### src/rtl/lpdt_pkg.sv
// ----------------------------------------------------------------------------
// lpdt_pkg
// Shared types and constants for the length-prefixed deframer with tokens.
// ----------------------------------------------------------------------------
package lpdt_pkg;

  localparam int HEADER_BYTES         = 8;
  localparam int HDR_IDX_W            = $clog2(HEADER_BYTES);
  localparam int HDR_STORE_W          = 8 * (HEADER_BYTES - 1);
  localparam int BODY_LEN_W           = 17;
  localparam int TOK_W                = 5;
  localparam int POOL_W               = 6;
  localparam int DEF_MAX_BODY_BYTES   = 65536;
  localparam int DEF_MAX_FRAME_TOKENS = 16;

  typedef enum logic [1:0] {
    FUNC_DATA   = 2'd0,
    FUNC_TOKENS = 2'd1,
    FUNC_TRUNC  = 2'd2,
    FUNC_NONE   = 2'd3
  } func_e_t;

  typedef enum logic [1:0] {
    KIND_BODY  = 2'd0,
    KIND_EMPTY = 2'd1,
    KIND_ERROR = 2'd2
  } kind_e_t;

  typedef enum logic [2:0] {
    ERR_NONE      = 3'd0,
    ERR_OVERSIZE  = 3'd1,
    ERR_TOKENS    = 3'd2,
    ERR_SHORTFALL = 3'd3,
    ERR_TRUNC     = 3'd4
  } err_e_t;

  localparam logic CFG_IDX_MAX_BODY   = 1'b0;
  localparam logic CFG_IDX_MAX_TOKENS = 1'b1;

  typedef struct packed {
    kind_e_t          kind;
    logic [7:0]       body_byte;
    logic             frame_last;
    logic [TOK_W-1:0] frame_tokens;
    err_e_t           error_code;
  } res_t;

endpackage

### src/rtl/lpdt_step.sv
// ----------------------------------------------------------------------------
// lpdt_step
// Header parse, limit checks, body count and token pool; one transaction
// per cycle, result produced in the same cycle as the accept.
// ----------------------------------------------------------------------------
module lpdt_step import lpdt_pkg::*; #(
  parameter int MAX_BODY_BYTES   = DEF_MAX_BODY_BYTES,
  parameter int MAX_FRAME_TOKENS = DEF_MAX_FRAME_TOKENS
) (
  input  logic                  clk,
  input  logic                  rst_n,
  input  logic                  acc,
  input  logic [1:0]            func,
  input  logic [7:0]            data_byte,
  input  logic [POOL_W-1:0]     arrived_tokens,
  input  logic [BODY_LEN_W-1:0] max_body_bytes,
  input  logic [TOK_W-1:0]      max_frame_tokens,
  output logic                  res_valid,
  output res_t                  res
);

  logic [HDR_STORE_W-1:0] header_r, header_nxt;
  logic [HDR_IDX_W-1:0]   hdr_idx_r, hdr_idx_nxt;
  logic                   in_body_r, in_body_nxt;
  logic [BODY_LEN_W-1:0]  body_rem_r, body_rem_nxt;
  logic [TOK_W-1:0]       need_r, need_nxt;
  logic [POOL_W-1:0]      pool_r, pool_nxt;
  err_e_t                 sticky_r, sticky_nxt;

  logic [BODY_LEN_W-1:0]  body_lim;
  logic [TOK_W-1:0]       tok_lim;
  logic [31:0]            hdr_len;
  logic [31:0]            hdr_count;
  logic [POOL_W:0]        pool_sum;

  // effective limits: register clamped by the build-time ceiling
  assign body_lim = ({15'd0, max_body_bytes} < 32'(MAX_BODY_BYTES)) ?
                    max_body_bytes : BODY_LEN_W'(MAX_BODY_BYTES);
  assign tok_lim  = ({24'd0, 3'd0, max_frame_tokens} < 32'(MAX_FRAME_TOKENS)) ?
                    max_frame_tokens : TOK_W'(MAX_FRAME_TOKENS);

  // final header byte arrives live; earlier seven are stored
  assign hdr_len   = header_r[31:0];
  assign hdr_count = {data_byte, header_r[HDR_STORE_W-1:32]};
  assign pool_sum  = {1'b0, pool_r} + {1'b0, arrived_tokens};

  always_comb begin
    header_nxt  = header_r;
    hdr_idx_nxt = hdr_idx_r;
    in_body_nxt = in_body_r;
    body_rem_nxt = body_rem_r;
    need_nxt    = need_r;
    pool_nxt    = pool_r;
    sticky_nxt  = sticky_r;
    res_valid   = 1'b0;
    res         = '{kind: KIND_BODY, body_byte: 8'd0, frame_last: 1'b0,
                    frame_tokens: '0, error_code: ERR_NONE};

    if (acc && (sticky_r == ERR_NONE)) begin
      case (func_e_t'(func))
        FUNC_TRUNC: begin
          sticky_nxt     = ERR_TRUNC;
          res_valid      = 1'b1;
          res.kind       = KIND_ERROR;
          res.error_code = ERR_TRUNC;
        end
        FUNC_TOKENS: begin
          if (pool_sum > {1'b0, tok_lim, 1'b0}) begin
            sticky_nxt     = ERR_TOKENS;
            res_valid      = 1'b1;
            res.kind       = KIND_ERROR;
            res.error_code = ERR_TOKENS;
          end else begin
            pool_nxt = pool_sum[POOL_W-1:0];
          end
        end
        FUNC_DATA: begin
          if (!in_body_r) begin
            if (hdr_idx_r != HDR_IDX_W'(HEADER_BYTES - 1)) begin
              header_nxt[hdr_idx_r*8 +: 8] = data_byte;
              hdr_idx_nxt = hdr_idx_r + 1'b1;
            end else begin
              hdr_idx_nxt = '0;
              if (hdr_len > {15'd0, body_lim}) begin
                sticky_nxt     = ERR_OVERSIZE;
                res_valid      = 1'b1;
                res.kind       = KIND_ERROR;
                res.error_code = ERR_OVERSIZE;
              end else if (hdr_count > {27'd0, tok_lim}) begin
                sticky_nxt     = ERR_TOKENS;
                res_valid      = 1'b1;
                res.kind       = KIND_ERROR;
                res.error_code = ERR_TOKENS;
              end else if (hdr_len == 32'd0) begin
                res_valid = 1'b1;
                if (pool_r < {1'b0, hdr_count[TOK_W-1:0]}) begin
                  sticky_nxt     = ERR_SHORTFALL;
                  res.kind       = KIND_ERROR;
                  res.error_code = ERR_SHORTFALL;
                end else begin
                  pool_nxt         = pool_r - {1'b0, hdr_count[TOK_W-1:0]};
                  res.kind         = KIND_EMPTY;
                  res.frame_last   = 1'b1;
                  res.frame_tokens = hdr_count[TOK_W-1:0];
                end
              end else begin
                in_body_nxt  = 1'b1;
                body_rem_nxt = hdr_len[BODY_LEN_W-1:0];
                need_nxt     = hdr_count[TOK_W-1:0];
              end
            end
          end else begin
            res_valid = 1'b1;
            if (body_rem_r > BODY_LEN_W'(1)) begin
              body_rem_nxt  = body_rem_r - 1'b1;
              res.body_byte = data_byte;
            end else if (pool_r < {1'b0, need_r}) begin
              sticky_nxt     = ERR_SHORTFALL;
              res.kind       = KIND_ERROR;
              res.error_code = ERR_SHORTFALL;
            end else begin
              pool_nxt         = pool_r - {1'b0, need_r};
              in_body_nxt      = 1'b0;
              body_rem_nxt     = '0;
              need_nxt         = '0;
              res.body_byte    = data_byte;
              res.frame_last   = 1'b1;
              res.frame_tokens = need_r;
            end
          end
        end
        default: begin
        end
      endcase
    end
  end

  always_ff @(posedge clk) begin
    header_r <= header_nxt;
    if (!rst_n) begin
      hdr_idx_r  <= '0;
      in_body_r  <= 1'b0;
      body_rem_r <= '0;
      need_r     <= '0;
      pool_r     <= '0;
      sticky_r   <= ERR_NONE;
    end else begin
      hdr_idx_r  <= hdr_idx_nxt;
      in_body_r  <= in_body_nxt;
      body_rem_r <= body_rem_nxt;
      need_r     <= need_nxt;
      pool_r     <= pool_nxt;
      sticky_r   <= sticky_nxt;
    end
  end

`ifndef NO_ASSERTIONS
  a_fail_closed: assert property (@(posedge clk) disable iff (!rst_n)
    (sticky_r != ERR_NONE) |-> !res_valid)
    else $error("result produced after sticky error");
  a_err_sticks: assert property (@(posedge clk) disable iff (!rst_n)
    (res_valid && res.kind == KIND_ERROR) |=> (sticky_r != ERR_NONE))
    else $error("error report did not latch sticky error");
  a_body_count: assert property (@(posedge clk) disable iff (!rst_n)
    in_body_r |-> (body_rem_r != '0))
    else $error("body active with zero bytes remaining");
  a_pool_bound: assert property (@(posedge clk) disable iff (!rst_n)
    (sticky_r == ERR_NONE && $past(sticky_r) == ERR_NONE && $past(rst_n))
      |-> ({1'b0, pool_r} <= {1'b0, $past(tok_lim), 1'b0} || $past(pool_r) == pool_r))
    else $error("token pool exceeded twice the token limit");
`endif

endmodule

### src/rtl/lpdt_skid.sv
// ----------------------------------------------------------------------------
// lpdt_skid
// Two-entry result buffer: output register plus skid stage.
// ----------------------------------------------------------------------------
module lpdt_skid import lpdt_pkg::*; (
  input  logic clk,
  input  logic rst_n,
  input  logic push,
  input  res_t push_res,
  output logic space,
  input  logic pop_ready,
  output logic main_valid,
  output res_t main_res
);

  logic main_v_r, main_v_nxt;
  logic skid_v_r, skid_v_nxt;
  res_t main_r, main_nxt;
  res_t skid_r, skid_nxt;
  logic pop;

  assign pop        = main_v_r && pop_ready;
  assign space      = !skid_v_r;
  assign main_valid = main_v_r;
  assign main_res   = main_r;

  always_comb begin
    main_v_nxt = main_v_r;
    skid_v_nxt = skid_v_r;
    main_nxt   = main_r;
    skid_nxt   = skid_r;
    if (skid_v_r) begin
      if (pop) begin
        main_nxt   = skid_r;
        skid_v_nxt = 1'b0;
      end
    end else if (push) begin
      if (!main_v_r || pop) begin
        main_nxt   = push_res;
        main_v_nxt = 1'b1;
      end else begin
        skid_nxt   = push_res;
        skid_v_nxt = 1'b1;
      end
    end else if (pop) begin
      main_v_nxt = 1'b0;
    end
  end

  always_ff @(posedge clk) begin
    main_r <= main_nxt;
    skid_r <= skid_nxt;
    if (!rst_n) begin
      main_v_r <= 1'b0;
      skid_v_r <= 1'b0;
    end else begin
      main_v_r <= main_v_nxt;
      skid_v_r <= skid_v_nxt;
    end
  end

`ifndef NO_ASSERTIONS
  a_skid_behind_main: assert property (@(posedge clk) disable iff (!rst_n)
    skid_v_r |-> main_v_r)
    else $error("skid entry held with empty output register");
  a_no_overfill: assert property (@(posedge clk) disable iff (!rst_n)
    push |-> !skid_v_r)
    else $error("result pushed into full buffer");
  a_skid_drains: assert property (@(posedge clk) disable iff (!rst_n)
    (skid_v_r && pop_ready) |=> (main_v_r && !skid_v_r))
    else $error("skid entry did not move to output register");
`endif

endmodule

### src/rtl/length_prefixed_deframer_with_tokens_core.sv
// ----------------------------------------------------------------------------
// length_prefixed_deframer_with_tokens_core
// Length-prefixed frame deframer with side-band token accounting.
// ----------------------------------------------------------------------------
// The block takes one input transaction per clock while in_tready is high
// and registers each result into a two-entry output buffer. Each frame opens
// with an 8-byte header (little-endian 32-bit body length, then 32-bit token
// count); body bytes stream out without a frame store, the last one with tlast
// and the frame's token count. Token arrivals and truncation reports come in
// on the same channel, selected by in_tuser. Any violation (oversize body, too
// many tokens, pool overflow, shortfall at frame end, truncation) gives one
// error result and then the block swallows every input until reset. Rate is
// one transaction per cycle, set by the parse/count step; the buffer lets
// the input keep flowing into its second entry while out_tready is low, after
// which in_tready drops until that entry drains. Limits are clamped to the
// MAX_BODY_BYTES and MAX_FRAME_TOKENS ceilings; write them only while idle.
// ----------------------------------------------------------------------------
module length_prefixed_deframer_with_tokens_core import lpdt_pkg::*; #(
  parameter int MAX_BODY_BYTES   = DEF_MAX_BODY_BYTES,
  parameter int MAX_FRAME_TOKENS = DEF_MAX_FRAME_TOKENS
) (
  input  logic                  clk,
  input  logic                  rst_n,
  // configuration write port
  input  logic                  cfg_we,
  input  logic                  cfg_index,
  input  logic [BODY_LEN_W-1:0] cfg_wdata,
  // input stream
  input  logic                  in_tvalid,
  output logic                  in_tready,
  input  logic [15:0]           in_tdata,  // [7:0] data_byte, [13:8] arrived_tokens, pad
  input  logic [1:0]            in_tuser,  // [1:0] func
  // result stream
  output logic                  out_tvalid,
  input  logic                  out_tready,
  output logic [15:0]           out_tdata, // [7:0] body_byte, [12:8] frame_tokens,
                                           // [15:13] error_code
  output logic                  out_tlast, // frame_last
  output logic [1:0]            out_tuser  // [1:0] out_kind
);

  logic [BODY_LEN_W-1:0] max_body_r;
  logic [TOK_W-1:0]      max_tok_r;
  logic                  in_acc;
  logic                  res_valid;
  res_t                  res;
  res_t                  out_res;
  logic                  space;

  // limit registers; taken at face value, clamping happens in the step logic
  always_ff @(posedge clk) begin
    if (!rst_n) begin
      max_body_r <= BODY_LEN_W'(DEF_MAX_BODY_BYTES);
      max_tok_r  <= TOK_W'(DEF_MAX_FRAME_TOKENS);
    end else if (cfg_we) begin
      case (cfg_index)
        CFG_IDX_MAX_BODY:   max_body_r <= cfg_wdata;
        CFG_IDX_MAX_TOKENS: max_tok_r  <= cfg_wdata[TOK_W-1:0];
        default: begin
        end
      endcase
    end
  end

  // ready follows buffer space only, never the parse state
  assign in_tready = space;
  assign in_acc    = in_tvalid && in_tready;

  lpdt_step #(
    .MAX_BODY_BYTES   (MAX_BODY_BYTES),
    .MAX_FRAME_TOKENS (MAX_FRAME_TOKENS)
  ) u_step (
    .clk              (clk),
    .rst_n            (rst_n),
    .acc              (in_acc),
    .func             (in_tuser),
    .data_byte        (in_tdata[7:0]),
    .arrived_tokens   (in_tdata[13:8]),
    .max_body_bytes   (max_body_r),
    .max_frame_tokens (max_tok_r),
    .res_valid        (res_valid),
    .res              (res)
  );

  lpdt_skid u_skid (
    .clk        (clk),
    .rst_n      (rst_n),
    .push       (res_valid),
    .push_res   (res),
    .space      (space),
    .pop_ready  (out_tready),
    .main_valid (out_tvalid),
    .main_res   (out_res)
  );

  assign out_tdata = {out_res.error_code, out_res.frame_tokens, out_res.body_byte};
  assign out_tlast = out_res.frame_last;
  assign out_tuser = out_res.kind;

endmodule
### config.mk
export PLATFORM = sky130hd
export DESIGN_NAME = length_prefixed_deframer_with_tokens_core
export DESIGN_NICKNAME = d
export VERILOG_FILES = /design/src/rtl/lpdt_pkg.sv /design/src/rtl/lpdt_step.sv /design/src/rtl/lpdt_skid.sv /design/src/rtl/length_prefixed_deframer_with_tokens_core.sv
export SDC_FILE = /design/constraint.sdc
export NUM_CORES = 1
export LEC_CHECK = 0
export ABC_AREA = 1
export BUFFER_PORTS_ARGS = -buffer_cell sky130_fd_sc_hd__buf_2
export CAP_MARGIN = 30
export CORE_MARGIN = 2
export CORE_UTILIZATION = 65
export CTS_CLUSTER_DIAMETER = 50
export DETAILED_ROUTE_END_ITERATION = 10
export HOLD_SLACK_MARGIN = 0.1
export PLACE_DENSITY = 0.95
export SLEW_MARGIN = 20
export SYNTH_ARGS = -nofsm -noshare
export SYNTH_HDL_FRONTEND = slang
export SYNTH_HIERARCHICAL = 1
export SYNTH_SLANG_ARGS = --single-unit
export TNS_END_PERCENT = 20
### constraint.sdc
create_clock -name clk -period 8.5 [get_ports clk]
set_input_delay 0.425 -clock clk [delete_from_list [all_inputs] [get_ports clk]]
set_output_delay 0.425 -clock clk [all_outputs]
set_load 0.05 [all_outputs]
* Word level (Yosys, flattened, before mapping)
Index checks and enable logic that the tools add are counted.
** Word-level totals
- Memory bits (writable) :: 0
- Memory bits (read-only) :: 0
- Logic and storage cells :: 183
- Memories :: 0
- Register bits after elaboration :: 153
- Output and inout bits :: 21
- Bits in latches :: 0
** Operators by class
- Reduce and logical (&&, ||, !) cells :: 26
- Divide/modulo/power cells :: 0
- Add/subtract/negate cells :: 6
- Shifts and indexed selects :: 2
- $lt $le $gt $ge :: 8
- Mux-type cells :: 92
- Bitwise logic cells :: 4
- $mul :: 0
- Equal/unequal tests :: 24
** Operator list (count)
- 17-bit two-way mux :: 8
- 19-bit two-way mux :: 5
- 6-bit two-way mux :: 12
- 56-bit bitwise mux :: 1
- 8-bit by 34-bit variable shift with 56-bit output (first input constant) :: 1
- 8-bit by 34-bit indexed part select with 56-bit output :: 1
- 5-bit two-way mux :: 8
- 3-bit two-way mux :: 12
- 9-bit two-way mux :: 4
- 6-bit negation with 34-bit output :: 1
- 32-bit by 17-bit greater-than comparator with 1-bit output :: 1
- 32-bit by 5-bit greater-than comparator with 1-bit output :: 1
- 32-bit logical NOT :: 1
- 14-bit two-way mux :: 2
- 2-bit two-way mux :: 12
- 1-bit two-way mux :: 21
- 3-bit case mux with 3 select lines :: 2
- 17-bit by 1-bit greater-than comparator with 1-bit output (second input constant) :: 1
- 17-bit less-than comparator (second input constant) :: 1
- 17-bit by 1-bit subtractor with 17-bit output (second input constant) :: 1
- 8-bit two-way mux :: 2
- 8-bit AND reduction :: 2
- 3-bit inequality test (second input constant) :: 5
- 6-bit by 5-bit less-than comparator with 1-bit output :: 2
- other kinds (28) :: 55

* Depth between registers and ports, before layout
- Depth in word-level cells :: 12
- Mapped depth :: 23

* Modules after synthesis
Netlist, hierarchy kept.
** Modules (own cells, without submodules)
- lpdt_step :: cells an instance 810, area each 6244.7 µm², times used 1
- lpdt_skid :: cells an instance 120, area each 1493.9 µm², times used 1
- length_prefixed_deframer_with_tokens_core :: cells an instance 133, area each 918.4 µm², times used 1

* Least setup slack after synthesis
OpenSTA, ideal clock, no wires.
- Path kind :: input port to flip-flop
- Start point :: input in_tdata[10]
- End point :: register u_skid/skid_r[0] (netlist name) (enable)
- Arrival time :: 3.984 ns
- Setup slack :: 4.097 ns
- Cell stages on the path :: 20
- Data required time :: 8.081 ns
- Cells stage by stage :: ha_1 -> nand2_1 -> nor2_1 -> a211oi_1 -> nor2_1 -> nor2_1 -> nor2_1 -> nor2_1 -> xnor2_1 -> ha_1 -> nand3_1 -> o211ai_1 -> a21oi_1 -> nand2_1 -> nand3_1 -> nand2_1 -> inv_1 -> a21oi_1 -> inv_1 -> nor3_1
** Between the ends
- Cells in the longest elaborated chain, start to end :: 6
** Ends and longest elaborated chain
- from (decl) :: RTL line length_prefixed_deframer_with_tokens_core.sv:31 : input logic [15:0] in_tdata,
- 6-bit by 6-bit adder with 7-bit output :: RTL line lpdt_step.sv:45 : assign pool_sum = {1'b0, pool_r} + {1'b0, arrived_tokens};
- 7-bit by 6-bit greater-than comparator with 1-bit output :: RTL line lpdt_step.sv:68 : if (pool_sum > {1'b0, tok_lim, 1'b0}) begin
- 1-bit two-way mux :: RTL line lpdt_step.sv:68
- 1-bit case mux with 3 select lines :: RTL line lpdt_step.sv:60 : case (func_e_t'(func))
- 1-bit two-way mux :: RTL line lpdt_step.sv:59 : if (acc && (sticky_r == ERR_NONE)) begin
- via res_valid :: RTL line length_prefixed_deframer_with_tokens_core.sv:45 : logic res_valid;
- 3-bit AND reduction (no source line)
- to (signal assigned) :: RTL line lpdt_skid.sv:52 : skid_r <= skid_nxt;
- to (decl) :: RTL line lpdt_skid.sv:19 : res_t skid_r, skid_nxt;
The timed path passes the listed nets, and every way through them passes these cells.
A chain may end at the register's enable or synchronous reset.

* Worst setup path in the final report
- Start point :: register u_step.pool_r[2]
- End point :: register u_skid/skid_r[5] (netlist name) (enable)
** Between the ends
- Cells in the longest elaborated chain, start to end :: 6
** Ends and longest elaborated chain
- from (decl) :: RTL line lpdt_step.sv:27 : logic [POOL_W-1:0] pool_r, pool_nxt;
- from (signal assigned) :: RTL line lpdt_step.sv:152 : pool_r <= pool_nxt;
- 6-bit by 6-bit adder with 7-bit output :: RTL line lpdt_step.sv:45
- 7-bit by 6-bit greater-than comparator with 1-bit output :: RTL line lpdt_step.sv:68
- 1-bit two-way mux :: RTL line lpdt_step.sv:68
- 1-bit case mux with 3 select lines :: RTL line lpdt_step.sv:60
- 1-bit two-way mux :: RTL line lpdt_step.sv:59
- via res_valid :: RTL line length_prefixed_deframer_with_tokens_core.sv:45
- 3-bit AND reduction (no source line)
The timed path passes the listed nets, and every way through them passes these cells.

==> impl_metrics.csv <==
group,metric,value,unit
pwr,swShare,0.270,
synth,synth.yosys.seq_area_share,0.462,
timing,count_of_pins_over_their_slew_limit,0,
floorplan,initial_utilization,0.659,
synth,yosys.cell_types.count,50,
timing,total_negative_setup_slacks,0,ps
worst_setup_path,critical_path.cell_chain,"ha_1, nand2_1, nor2_1, a211oi_1, nor2_1, nor2_1, nor2_1, nor2_1, xnor2_1, ha_1, nand3_1, o211ai_1, a21oi_1, nand2_1, nand3_1, nand2_1, inv_1, a21oi_1, inv_1, nor3_2, buf_4",
worst_setup_path,arrival,4440,ps
synth,syn-cell-area,0.00866,mm^2
grt,first_global_vias,7599,
placement,io_buffers,59,
synth,synth-main-ff-cell,"sky130_fd_sc_hd__edfxtp_1",
pwr,clock_power_share,0.398,
clock_tree,clk-insertion-delay-late,440,ps
synth,muxShareOfSynthArea,0,
placement,dp_hpwl,14.9,mm
clock_tree,cts_repair_resize_count,0,
route,m1WireLength,7.97,mm
clock_tree,post-cts-setup-buffer-count,0,
worst_setup_path,timing.critical_path.slowest_cell_delay,620,ps
worst_setup_path,critPathRequiredTime,8640,ps
timing,period_share,0.507,
pwr,power.switching,476,uW
timing,grt_setup_unrepaired,"no",
timing,max_freq,232,MHz
grt,grt_antenna_before_repair,0,
synth,ys_seq_elements,153,
route,detailedRoute.firstIterationViolations,1061,
flow_run,drv.max_cap_violation_count,0,
pwr,power.internal,1.29,mW
pwr,seq_power_share,0.466,
synth,synth_largest_area_cell,"sky130_fd_sc_hd__edfxtp_1",
grt,largest_net_degree_at_the_start_of_global_routing,54,
grt,grt.total_usage,0.321,
synth,synth-compound-area-share,0.0840,
clock_tree,cts.hold.buffers_added,0,
timing,worst_clock_skew,12.7,ps
worst_setup_path,crit_slowest_cell,"sky130_fd_sc_hd__nor3_2",
synth,synth_enable_flop_cells,94,
synth,synthSimpleGateAreaFrac,0.273,
route,wl_met3,2.23,mm
pwr,power_density,184,mW/mm^2
clock_tree,path_clk_slew,70,ps
pwr,combinationalPowerShare,0.136,
route,route.detailed.drc,0,
timing,fin_crit,4310,ps
synth,adder_cell_share_of_the_synthesized_area,0.0778,
synth,synth.top_cells.by_count,"sky130_fd_sc_hd__nand2_1 (212), sky130_fd_sc_hd__nor2_1 (176), sky130_fd_sc_hd__inv_1 (123)",
route,drt_first_pass_iters,7,
route,detail_route.wirelength,22.2,mm
synth,synthesis.instances,1063,
synth,combinational_family_with_the_most_area_after_synthesis,"simple AND/OR/NAND/NOR gates",
layout,nets,1208,
pwr,max-vdd-ir-drop,0.151,mV
clock_tree,cts_tree,"done",
layout,final_layout_size_suffix_gt1_frac,0.142,
worst_setup_path,most_common_cell_type_on_the_critical_path,"sky130_fd_sc_hd__nor2_1",
floorplan,core,0.0131,mm^2
layout,num-fill-cells,875,
layout,regArea,0.00400,mm^2
layout,num_antenna_cells,0,
clock_tree,cts_num_sinks,153,
floorplan,die_width,119,um
worst_setup_path,critical_path.max_fanout,11,
timing,layout_setup_ws,4190,ps
grt,wire_length_of_the_first_global_routing_pass,35.9,mm
route,vias,7882,
layout,area_delta_synth_final,10.9,%
placement,pre_cts_ws,4130,ps
timing,hold_viol_final,0,
timing,tightestPinTransition,950,ps
clock_tree,cts_root_buffer,"sky130_fd_sc_hd__clkbuf_16",
clock_tree,ctsHtreeMaxLevel,4,
placement,post_dp_cell_area,0.00904,mm^2
synth,synth_area_leaders,"sky130_fd_sc_hd__edfxtp_1 (33%), sky130_fd_sc_hd__dfxtp_1 (14%), sky130_fd_sc_hd__nand2_1 (9.2%), sky130_fd_sc_hd__nor2_1 (7.6%), sky130_fd_sc_hd__ha_1 (7.1%)",
placement,place_congestion,1.00,
pwr,power.static_leakage,4.13,nW
route,met2_wire_length,10.6,mm
route,topRoutingLayerUsed,"met4",
route,wl_per_cell,17.0,um
worst_setup_path,worstSetupPathType,"reg -> reg",
synth,synth_fp_nets,1156,
synth,yosys.area.top_type_share,0.326,
floorplan,die_area,0.0143,mm^2
worst_hold_path,hold_path_class,"in -> reg",
layout,multi_input_area,0.00396,mm^2
grt,global_route_overflow,0,
worst_setup_path,timing.critical_path.from_type,"flip-flop",
timing,setup-violations-final,0,
synth,mean_cell_area_of_the_mapped_netlist,8.14,um^2
timing,max-slew-margin-rel,0.367,
floorplan,design.portCount,62,
route,route.antenna.remaining_nets,0,
clock_tree,cts.path.max_buffers,2,
synth,postSynth.asyncResetShare,0,
floorplan,core.rowCount,42,
synth,synthXorXnorAreaFrac,0.0202,
floorplan,floorplan.die.height,119,um
status,outcome,"complete, no violations",
layout,finish.instance_area,0.00960,mm^2
clock_tree,cts_buffer_count,17,
worst_setup_path,critical_path.endpoint_type,"flip-flop",
synth,post-synth-top-count-cell,"sky130_fd_sc_hd__nand2_1",
synth,ys.warnings.count,6,
route,via_per_inst,6.04,
stage by stage:
step	power [mW]	cells	util	hold slack (ps)
2_1_floorplan	1.01	1063	-	429
3_3_place_gp	1.06	1271	0.688	444
3_5_place_dp	1.07	1272	0.688	472
4_1_cts	1.76	1304	0.730	204
5_1_grt	1.83	1304	0.730	225
6_report	1.77	1304	0.730	210
power groups by stage:
stage          clock, mW  sequential, mW  combinational [mW]
6_report           0.704           0.822               0.240
5_1_grt            0.738           0.824               0.265
4_1_cts            0.707           0.822               0.234
3_5_place_dp           0           0.837               0.230
3_3_place_gp           0           0.836               0.220
2_1_floorplan          0           0.859               0.147
layer usage:
layer | track usage | vias up
li1 | - | 3599
met1 | 0.377 | 3596
met2 | 0.528 | 535
met3 | 0.0752 | 152
met4 | 0.211 | 0
met5 | 0 | -
cell type report:
class,count,share of cell area
Clock inverter,8,0.00456
Clock buffer,24,0.0525
Sequential cell,153,0.417
Tap cell,176,0.0229
Multi-Input combinational cell,735,0.412
Timing Repair Buffer,63,0.0336
Inverter,145,0.0568
critical path: cells and delay by family (launching register included):
family	cells	cell delay, ps
compound gates	4	740
xor+xnor	1	120
fa+ha+maj	2	640
buf+inv	3	480
flops	1	400
simple gates	11	1630
state kept, by name, indices dropped and copies added (netlist names):
signal,cells
max_body_r,17
max_tok_r,5
u_skid/main_res,19
u_skid/main_valid,1
u_skid/skid_r,19
u_skid/skid_v_r,1
u_step/body_rem_r,17
u_step/hdr_idx_r,3
u_step/header_r,56
u_step/in_body_r,1
u_step/need_r,5
u_step/pool_r,6
u_step/sticky_r,3
cell usage in the layout (no fill, tap or decap), types with 25 or more instances in the layout:
master	synthesis	final
sky130_fd_sc_hd__dfxtp_1	59	59
sky130_fd_sc_hd__nor3_1	33	30
sky130_fd_sc_hd__inv_1	123	123
sky130_fd_sc_hd__a21oi_1	51	51
sky130_fd_sc_hd__nand2_1	212	212
sky130_fd_sc_hd__buf_2	7	60
sky130_fd_sc_hd__nor2_1	176	176
sky130_fd_sc_hd__o21ai_0	25	25
sky130_fd_sc_hd__nand3_1	53	53
sky130_fd_sc_hd__ha_1	49	49
sky130_fd_sc_hd__edfxtp_1	94	94
logic make-up after synthesis:
kind of cell / count (synthesis)
adders and majority gates: 52
and+or+nand+nor: 536
AOI/OAI and AO/OA: 127
DFF: 153
buffers and inverters: 175
xor gates and xnor gates: 20
worst paths after layout:
check	startpoint	to	slack [ps]	cells past startpoint
worst max register to register	u_step/pool_r[2]$_SDFFE_PN0P_	u_skid/skid_r[5]$_DFFE_PP_	4190	21
worst min-delay path	cfg_wdata[4]	max_tok_r[4]$_SDFFE_PN1P_	210	3
worst min register to register	max_body_r[10]$_SDFFE_PN0P_	max_body_r[10]$_SDFFE_PN0P_	480	2
worst max-delay path	u_step/pool_r[2]$_SDFFE_PN0P_	u_skid/skid_r[5]$_DFFE_PP_	4190	21
Power figures use the tool's default switching activity.
